==> config.mk <==
export PLATFORM = sky130hd
export DESIGN_NAME = unix_seconds_to_calendar_core
export DESIGN_NICKNAME = d
export VERILOG_FILES = /design/src/rtl/core/ucal_pkg.sv /design/src/rtl/core/unix_seconds_to_calendar_core.sv /design/src/rtl/core/ucal_day_split.sv /design/src/rtl/core/ucal_year.sv /design/src/rtl/core/ucal_tod.sv
export VERILOG_INCLUDE_DIRS = /design/src /design/src/rtl/core
export SDC_FILE = /design/constraint.sdc
export NUM_CORES = 2
export LEC_CHECK = 0
export BUFFER_PORTS_ARGS = -buffer_cell sky130_fd_sc_hd__buf_2
export CAP_MARGIN = 20
export CELL_PAD_IN_SITES_DETAIL_PLACEMENT = 1
export CELL_PAD_IN_SITES_GLOBAL_PLACEMENT = 1
export CORE_AREA = 2 2 385 387
export CTS_BUF_LIST = sky130_fd_sc_hd__clkbuf_4 sky130_fd_sc_hd__clkbuf_8
export CTS_CLUSTER_DIAMETER = 80
export DETAILED_ROUTE_END_ITERATION = 10
export DIE_AREA = 0 0 387 389
export GPL_TIMING_DRIVEN = 0
export PLACE_DENSITY_LB_ADDON = 0.08
export SYNTH_ARGS = -nofsm -noshare
export SYNTH_HDL_FRONTEND = slang
export SYNTH_HIERARCHICAL = 1
export SYNTH_SLANG_ARGS = --single-unit
==> constraint.sdc <==
create_clock -name aclk -period 8.9 [get_ports aclk]
set_clock_uncertainty 0.15 [all_clocks]
set_input_delay 1.78 -clock aclk [delete_from_list [all_inputs] [get_ports aclk]]
set_output_delay 1.78 -clock aclk [all_outputs]
set_load 0.03 [all_outputs]
==> src/rtl/core/unix_seconds_to_calendar_core_macros.svh <==
// assertion macros used by the calendar core top level
`ifndef UNIX_SECONDS_TO_CALENDAR_CORE_MACROS_SVH
`define UNIX_SECONDS_TO_CALENDAR_CORE_MACROS_SVH
// consequent must hold in the same cycle as the antecedent
`define UCAL_ASSERT_SAME(name, ante, cons) \
    name: assert property (@(posedge aclk) disable iff (!aresetn) (ante) |-> (cons)) \
        else $error("ucal check failed");
// consequent must hold in the cycle after the antecedent
`define UCAL_ASSERT_NEXT(name, ante, cons) \
    name: assert property (@(posedge aclk) disable iff (!aresetn) (ante) |=> (cons)) \
        else $error("ucal check failed");
`endif

==> src/rtl/core/ucal_pkg.sv <==
// types, constants and helpers of the seconds to calendar converter
package ucal_pkg;

    localparam int NUM_STAGES = 11;

    localparam int TZ_W   = 12;
    localparam int UNIX_W = 39;
    localparam int U_W    = 40;
    localparam int DAYS_W = 23;
    localparam int SECS_W = 17;
    localparam int YEAR_W = 16;
    localparam int YDAY_W = 9;

    localparam longint SECS_PER_DAY      = 60 * 60 * 24;
    localparam longint DAYS_1970_TO_2001 = 365 * 31 + 8;
    localparam longint DAYS_400Y         = 365 * 400 + 97;
    localparam longint DAYS_100Y         = 365 * 100 + 24;
    localparam longint DAYS_4Y           = 365 * 4 + 1;
    localparam longint DAYS_1Y           = 365;
    localparam longint BASE_YEAR         = 2001;
    // whole 400-year cycles added so the biased count is never negative
    localparam longint CYCLE_BIAS        = 22;

    localparam longint TIME_OFFSET =
        (CYCLE_BIAS * DAYS_400Y - DAYS_1970_TO_2001) * SECS_PER_DAY;
    localparam logic [U_W-1:0] TIME_OFFSET_U = U_W'(TIME_OFFSET);

    // 86400 = 128 * 675, the power of two is split off first
    localparam int            DAY_SHIFT       = 7;
    localparam longint        DAY_ODD_L       = SECS_PER_DAY >> DAY_SHIFT;
    localparam logic [10:0]   DAY_ODD         = 11'(DAY_ODD_L);
    localparam int            DAY_RECIP_SHIFT = 33;
    // truncated reciprocal, quotient is low by at most one
    localparam logic [23:0]   DAY_RECIP =
        24'((longint'(1) << DAY_RECIP_SHIFT) / DAY_ODD_L);

    // rounded-up reciprocals, exact over the operand range
    localparam int          CYC_RECIP_SHIFT = 41;
    localparam logic [23:0] CYC_RECIP =
        24'(((longint'(1) << CYC_RECIP_SHIFT) + DAYS_400Y - 1) / DAYS_400Y);
    localparam int          QUAD_RECIP_SHIFT = 27;
    localparam logic [16:0] QUAD_RECIP =
        17'(((longint'(1) << QUAD_RECIP_SHIFT) + DAYS_4Y - 1) / DAYS_4Y);
    localparam int          HOUR_RECIP_SHIFT = 29;
    localparam logic [17:0] HOUR_RECIP =
        18'(((longint'(1) << HOUR_RECIP_SHIFT) + 3600 - 1) / 3600);
    localparam int          MIN_RECIP_SHIFT = 18;
    localparam logic [12:0] MIN_RECIP =
        13'(((longint'(1) << MIN_RECIP_SHIFT) + 60 - 1) / 60);

    localparam logic [17:0] DAYS_400Y_W  = 18'(DAYS_400Y);
    localparam logic [17:0] DAYS_100Y_W  = 18'(DAYS_100Y);
    localparam logic [17:0] DAYS_200Y_W  = 18'(2 * DAYS_100Y);
    localparam logic [17:0] DAYS_300Y_W  = 18'(3 * DAYS_100Y);
    localparam logic [10:0] DAYS_4Y_W    = 11'(DAYS_4Y);
    localparam logic [10:0] DAYS_1Y_W    = 11'(DAYS_1Y);
    localparam logic [10:0] DAYS_2Y_W    = 11'(2 * DAYS_1Y);
    localparam logic [10:0] DAYS_3Y_W    = 11'(3 * DAYS_1Y);
    localparam logic [11:0] SECS_PER_HOUR = 12'd3600;
    localparam logic [5:0]  SECS_PER_MIN  = 6'd60;

    localparam logic [YEAR_W-1:0] YEAR_BASE = YEAR_W'(BASE_YEAR - CYCLE_BIAS * 400);
    localparam logic [YEAR_W-1:0] YEARS_PER_CYCLE   = 16'd400;
    localparam logic [YEAR_W-1:0] YEARS_PER_CENTURY = 16'd100;
    localparam logic signed [YEAR_W-1:0] MAX_YEAR = 16'sd9999;

    // block indexes that decide the leap rule
    localparam logic [1:0] LAST_CENTURY = 2'd3;
    localparam logic [4:0] LAST_QUAD    = 5'd24;
    localparam logic [1:0] LAST_YEAR    = 2'd3;

    localparam logic [YDAY_W-1:0] MONTH_START [12] = '{
        9'd0, 9'd31, 9'd59, 9'd90, 9'd120, 9'd151,
        9'd181, 9'd212, 9'd243, 9'd273, 9'd304, 9'd334
    };

    typedef struct packed {
        logic [DAYS_W-1:0] days;
        logic [SECS_W-1:0] secs;
    } day_split_t;

    typedef struct packed {
        logic [YEAR_W-1:0] year;
        logic [YDAY_W-1:0] yday;
        logic              leap;
    } ydate_t;

    typedef struct packed {
        logic [4:0] hour;
        logic [5:0] minute;
        logic [5:0] second;
    } tod_t;

    typedef struct packed {
        logic [3:0] month;
        logic [4:0] day;
    } mday_t;

    // day of year to month and day of month, one compare per month
    function automatic mday_t month_day(input logic [YDAY_W-1:0] yday, input logic leap);
        mday_t             res;
        logic [YDAY_W-1:0] start;
        logic [YDAY_W-1:0] sel;
        res.month = 4'd1;
        sel = '0;
        for (int i = 0; i < 12; i++) begin
            start = MONTH_START[i] + ((leap && (i >= 2)) ? 9'd1 : 9'd0);
            if (yday >= start) begin
                res.month = 4'(i + 1);
                sel = start;
            end
        end
        res.day = 5'(yday - sel + 9'd1);
        return res;
    endfunction

endpackage

==> src/rtl/core/unix_seconds_to_calendar_core.sv <==
// top level of the unix seconds to local calendar date and time converter
// usage:
//  - input channel s_*: one word per accepted s_valid/s_ready, a signed 39-bit
//    count of seconds since 1970-01-01 utc
//  - result channel m_*: one word per input word, in order: local year, month,
//    day, hour, minute, second, and out_of_range when the year leaves 0..9999
//    (then every other field reads zero)
//  - apb port: register 0 at byte address 0 is tz_offset_minutes, a signed
//    12-bit offset east of utc; write it only while the block is idle
//  - throughput: one word per cycle while m_ready does not stall, set by the
//    11-stage pipeline in which every stage holds one word
//  - each stage moves when the stage after it is empty or moving, so a stall
//    on m_ready fills the empty stages first and s_ready drops only when every
//    stage holds a word; bubbles are squeezed out
//  - reset (aresetn low, synchronous) empties the pipeline and clears the
//    offset to zero; the data registers are not reset
`include "unix_seconds_to_calendar_core_macros.svh"

module unix_seconds_to_calendar_core
    import ucal_pkg::*;
(
    input  logic                     aclk,
    input  logic                     aresetn,

    input  logic                     psel,
    input  logic                     penable,
    input  logic                     pwrite,
    input  logic [2:0]               paddr,
    input  logic [31:0]              pwdata,
    output logic [31:0]              prdata,
    output logic                     pready,

    input  logic                     s_valid,
    output logic                     s_ready,
    input  logic signed [UNIX_W-1:0] s_unix_seconds,

    output logic                     m_valid,
    input  logic                     m_ready,
    output logic [13:0]              m_year,
    output logic [3:0]               m_month,
    output logic [4:0]               m_day,
    output logic [4:0]               m_hour,
    output logic [5:0]               m_minute,
    output logic [5:0]               m_second,
    output logic                     m_out_of_range
);

    localparam int OUT_STAGE = NUM_STAGES - 1;
    // register index taken from the word address bit
    localparam logic REG_TZ_OFFSET = 1'b0;

    logic signed [TZ_W-1:0] tz_reg;
    logic                   tz_write;

    logic [NUM_STAGES-1:0] valid_reg;
    logic [NUM_STAGES-1:0] valid_next;
    logic [NUM_STAGES-1:0] stage_space;
    logic [NUM_STAGES-1:0] stage_feed;

    day_split_t split;
    ydate_t     ydate;
    tod_t       tod;
    mday_t      mday;
    logic       oor_next;

    logic [13:0] year_reg;
    logic [3:0]  month_reg;
    logic [4:0]  day_reg;
    logic [4:0]  hour_reg;
    logic [5:0]  minute_reg;
    logic [5:0]  second_reg;
    logic        oor_reg;

    // result word checks for the assertions
    logic res_zero;
    logic res_legal;

    // configuration register
    assign pready   = 1'b1;
    assign tz_write = psel && penable && pwrite && (paddr[2] == REG_TZ_OFFSET);

    always_ff @(posedge aclk) begin
        if (!aresetn) begin
            tz_reg <= '0;
        end else if (tz_write) begin
            tz_reg <= pwdata[TZ_W-1:0];
        end
    end

    assign prdata = (paddr[2] == REG_TZ_OFFSET) ? {{(32 - TZ_W){tz_reg[TZ_W-1]}}, tz_reg}
                                               : '0;

    // pipeline flow: a stage may load when empty or when its word moves on
    always_comb begin
        stage_space[OUT_STAGE] = !valid_reg[OUT_STAGE] || m_ready;
        for (int k = OUT_STAGE - 1; k >= 0; k--) begin
            stage_space[k] = !valid_reg[k] || stage_space[k+1];
        end
    end

    assign stage_feed = {valid_reg[NUM_STAGES-2:0], s_valid};
    assign valid_next = (stage_space & stage_feed) | (~stage_space & valid_reg);

    always_ff @(posedge aclk) begin
        if (!aresetn) begin
            valid_reg <= '0;
        end else begin
            valid_reg <= valid_next;
        end
    end

    assign s_ready = stage_space[0];
    assign m_valid = valid_reg[OUT_STAGE];

    // stages 0 to 3: local time split into days and seconds of day
    ucal_day_split u_split (
        .aclk              (aclk),
        .stage_en          (stage_space[3:0]),
        .tz_offset_minutes (tz_reg),
        .unix_seconds      (s_unix_seconds),
        .split             (split)
    );

    // stages 4 to 9: date and time of day side by side
    ucal_year u_year (
        .aclk     (aclk),
        .stage_en (stage_space[9:4]),
        .days     (split.days),
        .ydate    (ydate)
    );

    ucal_tod u_tod (
        .aclk     (aclk),
        .stage_en (stage_space[9:4]),
        .secs     (split.secs),
        .tod      (tod)
    );

    // stage 10: month walk, range check and the result register
    assign mday     = month_day(ydate.yday, ydate.leap);
    assign oor_next = ($signed(ydate.year) < 0) || ($signed(ydate.year) > MAX_YEAR);

    always_ff @(posedge aclk) begin
        if (stage_space[OUT_STAGE]) begin
            if (oor_next) begin
                year_reg   <= '0;
                month_reg  <= '0;
                day_reg    <= '0;
                hour_reg   <= '0;
                minute_reg <= '0;
                second_reg <= '0;
            end else begin
                year_reg   <= ydate.year[13:0];
                month_reg  <= mday.month;
                day_reg    <= mday.day;
                hour_reg   <= tod.hour;
                minute_reg <= tod.minute;
                second_reg <= tod.second;
            end
            oor_reg <= oor_next;
        end
    end

    assign m_year         = year_reg;
    assign m_month        = month_reg;
    assign m_day          = day_reg;
    assign m_hour         = hour_reg;
    assign m_minute       = minute_reg;
    assign m_second       = second_reg;
    assign m_out_of_range = oor_reg;

    assign res_zero  = (m_year == '0) && (m_month == '0) && (m_day == '0)
                       && (m_hour == '0) && (m_minute == '0) && (m_second == '0);
    assign res_legal = (m_month >= 4'd1) && (m_month <= 4'd12) && (m_day >= 5'd1)
                       && (m_day <= 5'd31) && (m_hour <= 5'd23) && (m_minute <= 6'd59)
                       && (m_second <= 6'd59);

    // an out-of-range word carries nothing but the flag
    `UCAL_ASSERT_SAME(a_oor_zero, m_valid && m_out_of_range, res_zero)

    // a valid date and time of day in range
    `UCAL_ASSERT_SAME(a_fields_legal, m_valid && !m_out_of_range, res_legal)

    // an empty result register means every stage can load
    `UCAL_ASSERT_SAME(a_ready_when_drained, !m_valid, s_ready)

    // offset write lands in the register
    `UCAL_ASSERT_NEXT(a_tz_write, tz_write, tz_reg == $past(pwdata[TZ_W-1:0]))

endmodule

==> src/rtl/core/ucal_day_split.sv <==
// front stages: offset add, rebase and split into days and seconds of day
module ucal_day_split
    import ucal_pkg::*;
(
    input  logic                     aclk,
    input  logic [3:0]               stage_en,
    input  logic signed [TZ_W-1:0]   tz_offset_minutes,
    input  logic signed [UNIX_W-1:0] unix_seconds,
    output day_split_t               split
);

    logic [UNIX_W-1:0] unix_reg;
    logic [U_W-1:0]    unix_ext;
    logic [U_W-1:0]    tz_ext;
    logic [U_W-1:0]    tz_secs;
    logic [U_W-1:0]    biased_next;
    logic [U_W-1:0]    biased_reg;
    logic [56:0]       day_prod;
    logic [DAYS_W-1:0] q0_next;
    logic [DAYS_W-1:0] q0_reg;
    logic [17:0]       low_reg;
    logic [10:0]       q0_scaled;
    logic [10:0]       r0;
    logic              fix;
    logic [9:0]        rem;
    day_split_t        split_next;
    day_split_t        split_reg;

    // stage 0: input word
    always_ff @(posedge aclk) begin
        if (stage_en[0]) begin
            unix_reg <= unix_seconds;
        end
    end

    // stage 1: local time, rebased and biased to a positive count
    assign unix_ext = {{(U_W - UNIX_W){unix_reg[UNIX_W-1]}}, unix_reg};
    assign tz_ext   = {{(U_W - TZ_W){tz_offset_minutes[TZ_W-1]}}, tz_offset_minutes};
    assign tz_secs  = (tz_ext << 6) - (tz_ext << 2);
    assign biased_next = unix_ext + tz_secs + TIME_OFFSET_U;

    always_ff @(posedge aclk) begin
        if (stage_en[1]) begin
            biased_reg <= biased_next;
        end
    end

    // stage 2: estimate of (count / 128) / 675
    assign day_prod = {24'd0, biased_reg[U_W-1:DAY_SHIFT]} * {33'd0, DAY_RECIP};
    assign q0_next  = day_prod[DAY_RECIP_SHIFT+DAYS_W-1:DAY_RECIP_SHIFT];

    always_ff @(posedge aclk) begin
        if (stage_en[2]) begin
            q0_reg  <= q0_next;
            low_reg <= biased_reg[17:0];
        end
    end

    // stage 3: remainder below 2*675, so one correction step
    assign q0_scaled = q0_reg[10:0] * DAY_ODD;
    assign r0        = low_reg[17:DAY_SHIFT] - q0_scaled;
    assign fix       = (r0 >= DAY_ODD);
    assign rem       = fix ? 10'(r0 - DAY_ODD) : r0[9:0];

    always_comb begin
        split_next.days = q0_reg + {{(DAYS_W - 1){1'b0}}, fix};
        split_next.secs = {rem, low_reg[DAY_SHIFT-1:0]};
    end

    always_ff @(posedge aclk) begin
        if (stage_en[3]) begin
            split_reg <= split_next;
        end
    end

    assign split = split_reg;

endmodule

==> src/rtl/core/ucal_year.sv <==
// year and day of year by peeling 400, 100, 4 and 1 year blocks
module ucal_year
    import ucal_pkg::*;
(
    input  logic              aclk,
    input  logic [5:0]        stage_en,
    input  logic [DAYS_W-1:0] days,
    output ydate_t            ydate
);

    logic [46:0]       cyc_prod;
    logic [5:0]        q400_reg;
    logic [DAYS_W-1:0] days_reg;

    logic [17:0]       cyc_days;
    logic [17:0]       d400_next;
    logic [17:0]       d400_reg;
    logic [YEAR_W-1:0] y400_next;
    logic [YEAR_W-1:0] y400_reg;

    logic              c1, c2, c3;
    logic [1:0]        q100_next;
    logic [17:0]       cent_days;
    logic [15:0]       d100_next;
    logic [15:0]       d100_s6_reg;
    logic [1:0]        q100_s6_reg;
    logic [YEAR_W-1:0] y100_next;
    logic [YEAR_W-1:0] y100_s6_reg;

    logic [32:0]       quad_prod;
    logic [4:0]        q4_next;
    logic [4:0]        q4_s7_reg;
    logic [15:0]       d100_s7_reg;
    logic [1:0]        q100_s7_reg;
    logic [YEAR_W-1:0] y100_s7_reg;

    logic [10:0]       quad_days;
    logic [10:0]       d4_next;
    logic [10:0]       d4_reg;
    logic [4:0]        q4_s8_reg;
    logic [1:0]        q100_s8_reg;
    logic [YEAR_W-1:0] y4_next;
    logic [YEAR_W-1:0] y4_reg;

    logic              a1, a2, a3;
    logic [1:0]        q1;
    logic [8:0]        year_days;
    ydate_t            ydate_next;
    ydate_t            ydate_reg;

    // stage 4: 400-year cycle count
    assign cyc_prod = {24'd0, days} * {23'd0, CYC_RECIP};

    always_ff @(posedge aclk) begin
        if (stage_en[0]) begin
            q400_reg <= cyc_prod[CYC_RECIP_SHIFT+5:CYC_RECIP_SHIFT];
            days_reg <= days;
        end
    end

    // stage 5: day inside the cycle, fits in 18 bits
    assign cyc_days  = {12'd0, q400_reg} * DAYS_400Y_W;
    assign d400_next = days_reg[17:0] - cyc_days;
    assign y400_next = YEAR_BASE + ({10'd0, q400_reg} * YEARS_PER_CYCLE);

    always_ff @(posedge aclk) begin
        if (stage_en[1]) begin
            d400_reg <= d400_next;
            y400_reg <= y400_next;
        end
    end

    // stage 6: century, capped at three for the cycle's last day
    assign c1 = (d400_reg >= DAYS_100Y_W);
    assign c2 = (d400_reg >= DAYS_200Y_W);
    assign c3 = (d400_reg >= DAYS_300Y_W);
    assign q100_next = 2'(c1) + 2'(c2) + 2'(c3);
    assign cent_days = c3 ? DAYS_300Y_W : (c2 ? DAYS_200Y_W : (c1 ? DAYS_100Y_W : '0));
    assign d100_next = 16'(d400_reg - cent_days);
    assign y100_next = y400_reg + ({14'd0, q100_next} * YEARS_PER_CENTURY);

    always_ff @(posedge aclk) begin
        if (stage_en[2]) begin
            d100_s6_reg <= d100_next;
            q100_s6_reg <= q100_next;
            y100_s6_reg <= y100_next;
        end
    end

    // stage 7: 4-year block count
    assign quad_prod = {17'd0, d100_s6_reg} * {16'd0, QUAD_RECIP};
    assign q4_next   = quad_prod[QUAD_RECIP_SHIFT+4:QUAD_RECIP_SHIFT];

    always_ff @(posedge aclk) begin
        if (stage_en[3]) begin
            q4_s7_reg   <= q4_next;
            d100_s7_reg <= d100_s6_reg;
            q100_s7_reg <= q100_s6_reg;
            y100_s7_reg <= y100_s6_reg;
        end
    end

    // stage 8: day inside the 4-year block
    assign quad_days = {6'd0, q4_s7_reg} * DAYS_4Y_W;
    assign d4_next   = d100_s7_reg[10:0] - quad_days;
    assign y4_next   = y100_s7_reg + {9'd0, q4_s7_reg, 2'b00};

    always_ff @(posedge aclk) begin
        if (stage_en[4]) begin
            d4_reg      <= d4_next;
            q4_s8_reg   <= q4_s7_reg;
            q100_s8_reg <= q100_s7_reg;
            y4_reg      <= y4_next;
        end
    end

    // stage 9: single years, capped at three for the last day of the block
    assign a1 = (d4_reg >= DAYS_1Y_W);
    assign a2 = (d4_reg >= DAYS_2Y_W);
    assign a3 = (d4_reg >= DAYS_3Y_W);
    assign q1 = 2'(a1) + 2'(a2) + 2'(a3);
    assign year_days = 9'({9'd0, q1} * DAYS_1Y_W);

    always_comb begin
        ydate_next.year = y4_reg + {14'd0, q1};
        ydate_next.yday = d4_reg[8:0] - year_days;
        ydate_next.leap = (q1 == LAST_YEAR)
                          && ((q4_s8_reg != LAST_QUAD) || (q100_s8_reg == LAST_CENTURY));
    end

    always_ff @(posedge aclk) begin
        if (stage_en[5]) begin
            ydate_reg <= ydate_next;
        end
    end

    assign ydate = ydate_reg;

endmodule

==> src/rtl/core/ucal_tod.sv <==
// hour, minute and second from the seconds of the day
module ucal_tod
    import ucal_pkg::*;
(
    input  logic              aclk,
    input  logic [5:0]        stage_en,
    input  logic [SECS_W-1:0] secs,
    output tod_t              tod
);

    logic [34:0]       hour_prod;
    logic [4:0]        hour_s4_reg;
    logic [SECS_W-1:0] secs_reg;

    logic [11:0]       hour_secs;
    logic [11:0]       rem_h_next;
    logic [11:0]       rem_h_s5_reg;
    logic [4:0]        hour_s5_reg;

    logic [24:0]       min_prod;
    logic [5:0]        min_s6_reg;
    logic [11:0]       rem_h_s6_reg;
    logic [4:0]        hour_s6_reg;

    logic [5:0]        min_secs;
    tod_t              tod_next;
    tod_t              tod_s7_reg;
    tod_t              tod_s8_reg;
    tod_t              tod_s9_reg;

    // stage 4: hour
    assign hour_prod = {18'd0, secs} * {17'd0, HOUR_RECIP};

    always_ff @(posedge aclk) begin
        if (stage_en[0]) begin
            hour_s4_reg <= hour_prod[HOUR_RECIP_SHIFT+4:HOUR_RECIP_SHIFT];
            secs_reg    <= secs;
        end
    end

    // stage 5: seconds inside the hour
    assign hour_secs  = {7'd0, hour_s4_reg} * SECS_PER_HOUR;
    assign rem_h_next = secs_reg[11:0] - hour_secs;

    always_ff @(posedge aclk) begin
        if (stage_en[1]) begin
            rem_h_s5_reg <= rem_h_next;
            hour_s5_reg  <= hour_s4_reg;
        end
    end

    // stage 6: minute
    assign min_prod = {13'd0, rem_h_s5_reg} * {12'd0, MIN_RECIP};

    always_ff @(posedge aclk) begin
        if (stage_en[2]) begin
            min_s6_reg   <= min_prod[MIN_RECIP_SHIFT+5:MIN_RECIP_SHIFT];
            rem_h_s6_reg <= rem_h_s5_reg;
            hour_s6_reg  <= hour_s5_reg;
        end
    end

    // stage 7: second, then delay to line up with the date path
    assign min_secs = min_s6_reg * SECS_PER_MIN;

    always_comb begin
        tod_next.hour   = hour_s6_reg;
        tod_next.minute = min_s6_reg;
        tod_next.second = rem_h_s6_reg[5:0] - min_secs;
    end

    always_ff @(posedge aclk) begin
        if (stage_en[3]) begin
            tod_s7_reg <= tod_next;
        end
        if (stage_en[4]) begin
            tod_s8_reg <= tod_s7_reg;
        end
        if (stage_en[5]) begin
            tod_s9_reg <= tod_s8_reg;
        end
    end

    assign tod = tod_s9_reg;

endmodule

== Word-level counts from Yosys, hierarchy flattened ==
Index checks and enable logic that the tools add are counted.
Storage, ports and cells
  flip-flop bits (word level): 512
  input port bits: 81
  word-level logic and storage cells: 180
Operators by class
  add/subtract/negate cells: 32
  multiply operators: 13
  order comparisons: 20
  equal/unequal tests: 3
  multiplexer cells: 28
  bitwise operators: 5
  reduce and logical (&&, ||, !) cells: 29
Operator list (number)
  $ge 9x9->1: 7
  $mul 33x24->56 const B: 1
  $mux 5: 11
  $mux 16: 3
  $mul 23x24->47 const B: 1
  $add 40x39->40 const B: 1
  $add 40x40->40: 1
  $mux 4: 10
  $add 8x1->9 const A: 4
  $ge 18x17->1 const B: 2
  $mul 17x18->34 const B: 1
  $mux 32: 1
  $mul 16x15->30 const B: 1
  $add 9x1->9 const A: 3
  $add 23x1->23: 1
  $mul 12x12->23 const B: 1
  $and 11x11->11: 2
  $ge 11x10->1 const B: 2
  $sub 11x11->11: 2
  $sub 18x14->19: 1
  $ge 18x16->1 const B: 1
  $ge 9x8->1: 2
  $mul 6x18->18 const B: 1
  $sub 18x18->18: 1
  other kinds (40): 69

== Depth between registers and ports, before layout ==
  word-level depth: 15
  mapped depth: 24
  depth with buffers taken out: 24

== Hierarchy ==
Netlist, hierarchy kept.
Modules (own cells, without submodules)
  ucal_year: times used 1, cells each 2153, area each 24095.6 um^2
  ucal_day_split: times used 1, cells each 1926, area each 21036.4 um^2
  ucal_tod: times used 1, cells each 791, area each 9386.5 um^2
  unix_seconds_to_calendar_core: times used 1, cells each 343, area each 3570.9 um^2

== Worst setup path after synthesis ==
Ideal clock, no wire load.
  path type: input port to output port
  from: input m_ready
  to: output s_ready
  arrival time: 4553 ps
  required time: 6970 ps
  path slack: 2417 ps
  stages on the path: 6
  path through: and2b_1 > inv_1 > nor2_1 > and4_1 > and4_1 > inv_1
On the way
  longest elaborated chain between the ends: 11
Ends and longest elaborated chain
  from (decl): RTL line unix_seconds_to_calendar_core.sv:38  | input logic m_ready,
  $logic_or 1x1->1: RTL line unix_seconds_to_calendar_core.sv:95  | stage_space[OUT_STAGE] = !valid_reg[OUT_STAGE] || m_ready;
  named net stage_space[10]: RTL line unix_seconds_to_calendar_core.sv:57  | logic [NUM_STAGES-1:0] stage_space;
  $logic_or 1x1->1 (10 in series): RTL line unix_seconds_to_calendar_core.sv:97  | stage_space[k] = !valid_reg[k] || stage_space[k+1];
  to (decl): RTL line unix_seconds_to_calendar_core.sv:34  | output logic s_ready,
The timed path passes the listed nets, and every way through them passes these cells.

== Worst setup path after layout ==
  from: register u_split.biased_reg[11]
  to: register u_split.q0_reg[21] (data pin)
On the way
  longest elaborated chain between the ends: 1
Ends and longest elaborated chain
  from (decl): RTL line ucal_day_split.sv:17  | logic [U_W-1:0] biased_reg;
  from (signal assigned): RTL line ucal_day_split.sv:44  | biased_reg <= biased_next;
  $mul 33x24->56: RTL line ucal_day_split.sv:49  | assign day_prod = {24'd0, biased_reg[U_W-1:DAY_SHIFT]} * {33'd0, DAY_RECIP};
  named net u_split.day_prod[54]: RTL line ucal_day_split.sv:18  | logic [56:0] day_prod;
  to (signal assigned): RTL line ucal_day_split.sv:54  | q0_reg <= q0_next;
  to (decl): RTL line ucal_day_split.sv:20  | logic [DAYS_W-1:0] q0_reg;
The timed path passes the listed nets, and every way through them passes these cells.
A chain may end at the register's enable or synchronous reset.

==> results by group <==
Setup path
  – Crit end category: flop
  – Highest-delay cell along the critical path: edfxtp_1
  – Crit path kind: reg2reg
  – Crit Reg-Reg Startpoint: u_split/biased_reg[11]
  – Delay-heaviest family, CP: adder cells
  – Worst Path Arrival: 7.85 ns
  – Crit path buf inv count: 4
  – Startpoint types: flop
  – Worst setup path start: u_split/biased_reg[11]
  – CP cell instances: fa_1 > ha_1 > inv_1 > fa_1 > inv_1 > ha_1 > ha_1 > fa_1 > inv_1 > fa_1 > inv_1 > ha_1 > a221oi_1 > o21ai_0 > o21ai_0 > nor3_1 > o311ai_0 > a21oi_1 > o31ai_1 > nor2b_1 > xnor2_1
  – Worst EP required: 9.24 ns
  – Worst path depth: 21
  – CP max FO: 11
  – CP max stage delay: 0.71 ns
  – Reg2Reg Depth: 21

Place
  – Buffers on Ports: 133
  – Routability cong.: 0.8178
  – Final HPWL from detailed placement: 109700 um

Yosys
  – Cell taking the most area after synthesis: ha_1
  – Largest family of logic cells by synthesized area: adder cells
  – Adder-cell share of the synthesized area: 49.18%
  – Most frequent cell after synthesis: inv_1
  – Top_reg_cell synth: edfxtp_1
  – Synth Warn #: 6
  – Avg Synthesized Cell Area: 11.14 um2
  – Area fraction of the dominant cell type after synthesis: 25.78%
  – Register area share after synthesis: 25.35%
  – FF+latch count, synth: 498
  – Post-synth EDFFs: 475
  – Post-Syn Instances: 5213
  – Syn Nets: 7170
  – Post-Synth Simple-Gate Area: 5.536%
  – Ys async rst share: 0%
  – Synth Area in XOR/XNOR: 3.918%
  – Commonest cells post-synth: 1298 x inv_1, 1197 x ha_1, 679 x fa_1
  – Distinct cells, synth: 101
  – Mapped cell area: 0.05809 mm2
  – Synth top area cells: ha_1 26%, edfxtp_1 25%, fa_1 23%
  – Compound-cell area share of the yosys netlist: 7.037%
  – Mux cell area share after synthesis: 0.1142%

Cells and area
  – P&R area growth vs syn: 9.139%
  – Final net count: 7409
  – FF/Latch Area: 0.01472 mm2
  – Area occupied by multi-input gates: 0.03823 mm2
  – Fill cells: 16.03k
  – Fraction of layout cells with a size suffix above 1: 6.993%

GRT
  – Vias in the first global route: 40.11k
  – Largest net degree at the start of global routing: 45
  – Antenna violations before repair: 1
  – First-pass GRT wire length: 212500 um
  – Congestion Overflow GR: 0
  – Global-route usage over all layers: 17.70%

Timing
  – F_max: 133.1 MHz
  – RSZ-0062 raised after global routing: false
  – Fin crit share: 84.40%
  – Actual slew at the worst max-slew pin: 0.9390 ns
  – Final Hold Fails: 0
  – Final setup viols: 0
  – Slew Limit Fails: 0
  – Setup TNS: 0 ns
  – Slew margin rel.: 37.02%
  – Min Tclk post-route: 7.512 ns

CTS
  – CTS hold repair buffers: 0
  – Longest Clk Path Bufs: 3
  – H-tree Lvls: 3
  – Post-CTS Resized: 0
  – CTS tree: yes
  – Clk slew on worst S/H paths: 0.06 ns
  – Clock sinks: 498
  – Worst skew pair latency: 0.80 ns
  – Num CTS Buffers: 95
  – CTS root buffer: clkbuf_8
  – Post-CTS Setup Bufs: 0

Job
  – Max Cap Viol: 0

Die
  – Die Span X: 387 um
  – Initial Utilization: 39.62%
  – IO Pins: 157
  – Placement Rows: 141
  – DIE AREA: 0.1505 mm2
  – Core Area: 0.1466 mm2
  – Die Ht: 389 um

Route
  – Routed vias: 36.21k
  – Avg WL per Cell: 17.23 um
  – Final WL: 128600 um
  – Drc violations: 0
  – Post-route ant nets: 0
  – 1st-iter DRT viols: 946
  – Vias/cell: 4.851
  – DRT Pass-1 Iters: 5

Worst hold path
  – Depth of the worst hold-timing path: 0
  – Hold_sp: u_tod/tod_s7_reg[14]
  – Worst min path class: reg2reg

Run status
  – Status: finished, final reports clean
-- final cells by class --
class	instances	share of cell area, %
multi-input cells	3372	60.31
flip-flops and latches	498	23.22
well taps	1930	3.809
diodes	1	0.003947
clock buffers	128	2.473
inverters	1299	7.691
plain buffers	44	0.4263
clock inverters	51	0.7500
repair buffers	142	1.314
-- worst paths after layout --
path,to,slack [ns]
worst min register to register,u_tod/tod_s8_reg[14],0.24
worst max-delay path,u_split/q0_reg[21],1.39
worst min-delay path,u_tod/tod_s8_reg[14],0.24
worst max register to register,u_split/q0_reg[21],1.39
-- kinds of logic after synthesis --
group           after synthesis
compound gates              610
xor+xnor                    259
fa+ha+maj                  1876
buf+inv                    1343
flops                       498
mux                           6
other cells                   1
simple gates                620
-- per-layer routing --
layer | track usage (%) | part of all wire (%)
met2 | 31.52 | 50
met1 | 22.88 | 46
met3 | 2.144 | 2.2
met5 | 0 | 0
met4 | 4.107 | 2.0
-- cell usage in the layout, fill, tap and decap left out, types with 94 or more instances in the layout --
master	count
ha_1	1197
a21oi_1	174
nand2_1	142
buf_2	136
fa_1	679
edfxtp_1	475
o21ai_0	94
clkbuf_8	97
xnor2_1	181
nor2_1	112
inv_1	1292
-- through the flow --
step	utilization [%]	hold WS, ns	setup slack (ns)	std cells	cell area, um2
after floorplan	-	0.2503	2.417	5213	58090
after global placement	41.72	0.2505	0.7897	7276	61170
after detailed placement	41.85	0.2552	1.218	7285	61350
after CTS	43.24	0.2261	1.191	7464	63400
after global routing	43.24	0.2557	0.9074	7465	63400
final	43.24	0.2418	1.388	7465	63400
Power is not shown: default switching activity piles up to over one toggle a cycle in this logic, so the estimate is an artifact.
